### src/hdl/moving_average_warmup_assert.svh
// Assertion macros shared by the moving average RTL.
// Needs clk and rst_n in the including module.
`ifndef MOVING_AVERAGE_WARMUP_ASSERT_SVH
`define MOVING_AVERAGE_WARMUP_ASSERT_SVH

// antecedent implies consequent in the same cycle
`define MAVG_ASSERT_SAME(lbl, ante, cons, msg) \
  lbl: assert property (@(posedge clk) disable iff (!rst_n) (ante) |-> (cons)) \
    else $error(msg);

// antecedent implies consequent in the following cycle
`define MAVG_ASSERT_NEXT(lbl, ante, cons, msg) \
  lbl: assert property (@(posedge clk) disable iff (!rst_n) (ante) |=> (cons)) \
    else $error(msg);

`endif

### src/hdl/mavg_pkg.sv
// Shared types and constants for the moving average block.
// No dependencies.
package mavg_pkg;

  localparam int unsigned MAVG_WINDOW_MAX  = 256;
  localparam int unsigned MAVG_SAMPLE_BITS = 32;
  localparam int unsigned SUM_W            = 40;
  localparam int unsigned WORD_W           = 32;
  localparam int unsigned CFG_LEN_W        = 9;
  localparam int unsigned CFG_DATA_W       = 32;
  localparam int unsigned CFG_ADDR_W       = 2;

  localparam logic [CFG_ADDR_W-1:0] CFG_WINDOW_LEN  = 2'd0;
  localparam logic [CFG_ADDR_W-1:0] CFG_PRELOAD_EN  = 2'd1;
  localparam logic [CFG_ADDR_W-1:0] CFG_PRELOAD_VAL = 2'd2;

  localparam logic OP_SAMPLE  = 1'b0;
  localparam logic OP_RESTART = 1'b1;

  typedef enum logic [3:0] {
    ST_IDLE,
    ST_CLR,
    ST_FILL,
    ST_WARM,
    ST_RD,
    ST_SUB,
    ST_ADD,
    ST_DIV_GO,
    ST_DIV,
    ST_DONE
  } mavg_state_t;

  typedef struct packed {
    logic             start;
    logic [SUM_W-1:0] dividend;
  } div_req_t;

  typedef struct packed {
    logic             busy;
    logic             done;
    logic [SUM_W-1:0] quotient;
  } div_rsp_t;

endpackage

### src/hdl/mavg_div.sv
// Restoring divider, one quotient bit per cycle, SUM_W quotient bits per division.
// Depends on mavg_pkg.
module mavg_div #(
  parameter int unsigned DEN_W = 9
) (
  input  logic               clk,
  input  logic               rst_n,
  input  mavg_pkg::div_req_t req,
  input  logic [DEN_W-1:0]   divisor,
  output mavg_pkg::div_rsp_t rsp
);
  import mavg_pkg::*;

  localparam int unsigned CNT_W = $clog2(SUM_W + 1);

  logic             busy_r, busy_nxt;
  logic             done_r, done_nxt;
  logic [CNT_W-1:0] cnt_r, cnt_nxt;
  logic [SUM_W-1:0] q_r, q_nxt;
  logic [DEN_W-1:0] rem_r, rem_nxt;
  logic [DEN_W-1:0] den_r, den_nxt;
  logic [DEN_W:0]   trial;
  logic [DEN_W:0]   diff;
  logic             ge;

  assign trial = {rem_r, q_r[SUM_W-1]};
  assign ge    = trial >= {1'b0, den_r};
  assign diff  = trial - {1'b0, den_r};

  always_comb begin
    busy_nxt = busy_r;
    done_nxt = 1'b0;
    cnt_nxt  = cnt_r;
    q_nxt    = q_r;
    rem_nxt  = rem_r;
    den_nxt  = den_r;
    if (req.start) begin
      busy_nxt = 1'b1;
      cnt_nxt  = CNT_W'(SUM_W);
      q_nxt    = req.dividend;
      rem_nxt  = '0;
      den_nxt  = divisor;
    end else if (busy_r) begin
      cnt_nxt = cnt_r - CNT_W'(1);
      q_nxt   = {q_r[SUM_W-2:0], ge};
      rem_nxt = ge ? diff[DEN_W-1:0] : trial[DEN_W-1:0];
      if (cnt_r == CNT_W'(1)) begin
        busy_nxt = 1'b0;
        done_nxt = 1'b1;
      end
    end
  end

  always_ff @(posedge clk) begin
    if (!rst_n) begin
      busy_r <= 1'b0;
      done_r <= 1'b0;
      cnt_r  <= '0;
    end else begin
      busy_r <= busy_nxt;
      done_r <= done_nxt;
      cnt_r  <= cnt_nxt;
    end
    q_r   <= q_nxt;
    rem_r <= rem_nxt;
    den_r <= den_nxt;
  end

  assign rsp.busy     = busy_r;
  assign rsp.done     = done_r;
  assign rsp.quotient = q_r;

endmodule
### config.mk
export PLATFORM = sky130hd
export DESIGN_NAME = mavg_div
export DESIGN_NICKNAME = d
export VERILOG_FILES = /design/src/hdl/moving_average_warmup_assert.svh /design/src/hdl/mavg_pkg.sv /design/src/hdl/mavg_div.sv
export SDC_FILE = /design/constraint.sdc
export NUM_CORES = 1
export LEC_CHECK = 0
export ABC_AREA = 0
export BUFFER_PORTS_ARGS = -buffer_cell sky130_fd_sc_hd__buf_4
export CAP_MARGIN = 20
export CORE_ASPECT_RATIO = 1.4
export CORE_MARGIN = 4
export CORE_UTILIZATION = 53
export CTS_BUF_LIST = sky130_fd_sc_hd__clkbuf_4
export DETAILED_ROUTE_END_ITERATION = 7
export GPL_ROUTABILITY_DRIVEN = 0
export GPL_TIMING_DRIVEN = 0
export PLACE_DENSITY = 0.82
export SLEW_MARGIN = 10
export SYNTH_ARGS = -nofsm -noshare
export SYNTH_HDL_FRONTEND = slang
export SYNTH_SLANG_ARGS = --single-unit
### constraint.sdc
create_clock -name clk -period 2.82 [get_ports clk]
set_clock_uncertainty 0.15 [all_clocks]
set_input_delay 0.282 -clock clk [delete_from_list [all_inputs] [get_ports clk]]
set_output_delay 0.282 -clock clk [all_outputs]
set_load 0.02 [all_outputs]
==> metrics <==
run status=complete, no violations; initial drt markers=111; total CTS buffers=9; Detail Route Antenna Nets=0; via/cell ratio=5.43; Critical Path Max Stage Delay=0.45 ns; diode count=0; total I/O pin count=94; Final Critical Period=2.66 ns; via count=2337; PortBufs=93; Max Buffers Root-to-Sink=2; CTS Root Cell=clkbuf_4; largest family of logic cells by synthesized area=multiplexers; Placed Cells=403; fmax=0.375 GHz; Synth Area in XOR/XNOR=0.0247; worst path cell trace=inv_1 -> ha_1 -> inv_1 -> fa_1 -> a211oi_4 -> o31a_1 -> o211ai_4 -> mux2_2; CTS tree=yes; Final Hold Viols=0; worst-path fanout max=8; hpwl dp=5260 um; GRT Total Usage=0.207; DRC viols=0; RR Endpoint=q_r[0]; Die H=99.9 um; register area share after synthesis=0.567; Critical Path AT=2.67 ns; RSZ-0062 raised after global routing=false; Worst-Margin Slew=0.922 ns; setup ws final=0.155 ns; Worst-Skew Late Latency=0.40 ns; final cell count without fillers=430; fin nets=419; worst hold slack=0.0278 ns; Synth cell types=44; Critical Path Start=q_r[39]; Total Wirelength=7100 um; area grow syn2layout=31.3%; Max Cap Violations=0; Post-Synth Simple-Gate Area=0.0795; total power=0.00233 W; Pins Over Slew Limit=0; number of synthesized flops with an enable pin=49; CORE AREA=5860 um^2; P_leak=1.75 nW; Final setup viols=0; CP required=2.82 ns; CTS clock-pin slew for the worst setup and hold paths=0.11 ns; Synth async-reset ratio=0; post-synthesis adder-cell area fraction=0.0493; Die X-Extent=73.6 um; Min-Delay Path Class=input pin to register; end point of the critical path=q_r[0]; complex-gate fraction of the synthesized area=0.0846; Syn Nets=304; yosys warns=0; vias in the first global route=2517; CP dominant cell by count=inv_1; Synth Register Bits=66; dominant synthesized flop cell=edfxtp_1; CP Capture Type=register; Placement Setup Slack=0.147 ns; Syn Area/Cell=13.3 um^2; setup tns final=0 ns; critical path class=register to register; mux contribution to synthesized area=0.163; drt wl/cell=16.5 um; FF-to-FF setup slack=0.16 ns; share of layout cells above drive strength 1=0.433; Starting Density=0.545; VDD IR max=0.332 mV; Cell Area, Synth=3200 um^2; die area=7350 um^2; fin crit share=0.945; pin count of the biggest net entering global routing=41; FF-to-FF path depth=8; reg2reg start=q_r[39]; row count=33; first-pass GRT wire length=11600 um; headroom to the max-slew limit=0.385; PD cells=556 nW/um^2; CTS Sinks=66; startpoint types=register; Post-Syn Instances=240; initial antenna violation count=0; crit path max-delay cell type=edfxtp_1; Remaining Overflow, GRT=0; CTS H-tree depth=3; fill cell count=417; Pre-Repair DR Iteration Count=4
[sequential cells by signal, indices dropped and copies added, names as in the netlist]
| signal | count |
|---|---|
| q_r | 40 |
| den_r | 9 |
| rem_r | 9 |
| cnt_r | 6 |
| busy_r | 1 |
| done_r | 1 |
[per-layer routing]
metal  GRT usage  routed length, um  vias up
met5           0                  0        -
li1            -                  -     1132
met4       0.100                121        0
met2       0.345               3690       92
met3      0.0752                682       11
met1       0.229               2600     1102
[cells in the mapped netlist (2+ instances only)]
master    number  area share
nor3_1         5      0.0078
o31ai_1        2      0.0047
mux2_2        41        0.14
xor2_1         6       0.016
nor4_1         3      0.0059
nand3_1        3      0.0047
buf_4          2      0.0047
mux2i_1        6       0.019
clkbuf_1       5      0.0059
edfxtp_1      49        0.46
nand2b_1       3      0.0059
nand2_1        6      0.0070
ha_1          11       0.043
dfxtp_1       17        0.11
buf_1          3      0.0035
nor3b_1        2      0.0047
a211oi_1       7       0.016
a21oi_1        9       0.014
o211ai_1       2      0.0047
a311oi_1       2      0.0055
o21a_1         2      0.0047
xnor2_1        3      0.0082
nor2_1        15       0.018
a211oi_2       2      0.0078
inv_1         15       0.018
[cells by family after synthesis]
logic type                 Yosys count
buffers and inverters               25
and+or+nand+nor                     46
adders and majority gates           12
AOI/OAI and AO/OA                   35
muxes                               47
xor gates and xnor gates             9
DFF                                 66
[report_power, final]
part	leakage (nW)	internal [W]	switching (W)	total, W
logic	1.06	0.000304	0.000328	0.000632
clock network	0.0578	0.000176	0.000314	0.000489
registers	0.631	0.00116	0.0000555	0.00121
[cells in the final DEF, fill, tap and decap left out, drive strengths merged, types with 5 or more instances in the layout]
cell type / n
nor3: 5
buf: 99
dlygate4sd3: 10
clkinv: 6
clkbuf: 15
mux2: 41
inv: 15
nor2: 15
xor2: 6
dfxtp: 17
edfxtp: 49
a211oi: 9
nand2: 7
mux2i: 6
a21oi: 9
ha: 11
[worst min-delay path by stage]
stage,from,endpoint,slack [ns],cells past startpoint
final,req[30],q_r[30],0.03,2
after global routing,req[22],q_r[22],0.004,2
after CTS,req[30],q_r[30],0.00002,2
after detailed placement,divisor[7],den_r[7],0.31,1
after global placement,divisor[6],den_r[6],0.31,1
after floorplan,divisor[0],den_r[0],0.23,0
[layout make-up]
class	count	area, um^2	area share
inverter	15	56.3	0.0134
clock buffer	10	75.1	0.0179
buffer	10	45.0	0.0107
timing repair buffer	104	806	0.192
clock inverter	6	23.8	0.00567
sequential	66	1810	0.432
multi-input combinational	149	1290	0.307
tap	70	87.6	0.0209
[worst max-delay path, delay by kind of cell, from the launching register on]
| kind | cells | cell delay, ns |
|---|---|---|
| flops | 1 | 0.45 |
| buf+inv | 2 | 0.13 |
| compound gates | 3 | 0.79 |
| fa+ha+maj | 2 | 0.59 |
| mux | 1 | 0.32 |
[timing repair]
item                       in CTS  in global routing
hold endpoints to repair       12                  0
hold buffers                   10                  0
setup buffers                   0                  1
resized for setup               0                  1
setup endpoints to repair       0                  1
[metrics by stage]
| stage | utilization | instance area (um^2) |
|---|---|---|
| after floorplan | - | 3200 |
| after global placement | 0.679 | 3980 |
| after detailed placement | 0.679 | 3980 |
| after CTS | 0.713 | 4180 |
| after global routing | 0.716 | 4200 |
| final | 0.716 | 4200 |
Note: power is estimated with default switching activity, not from simulation.
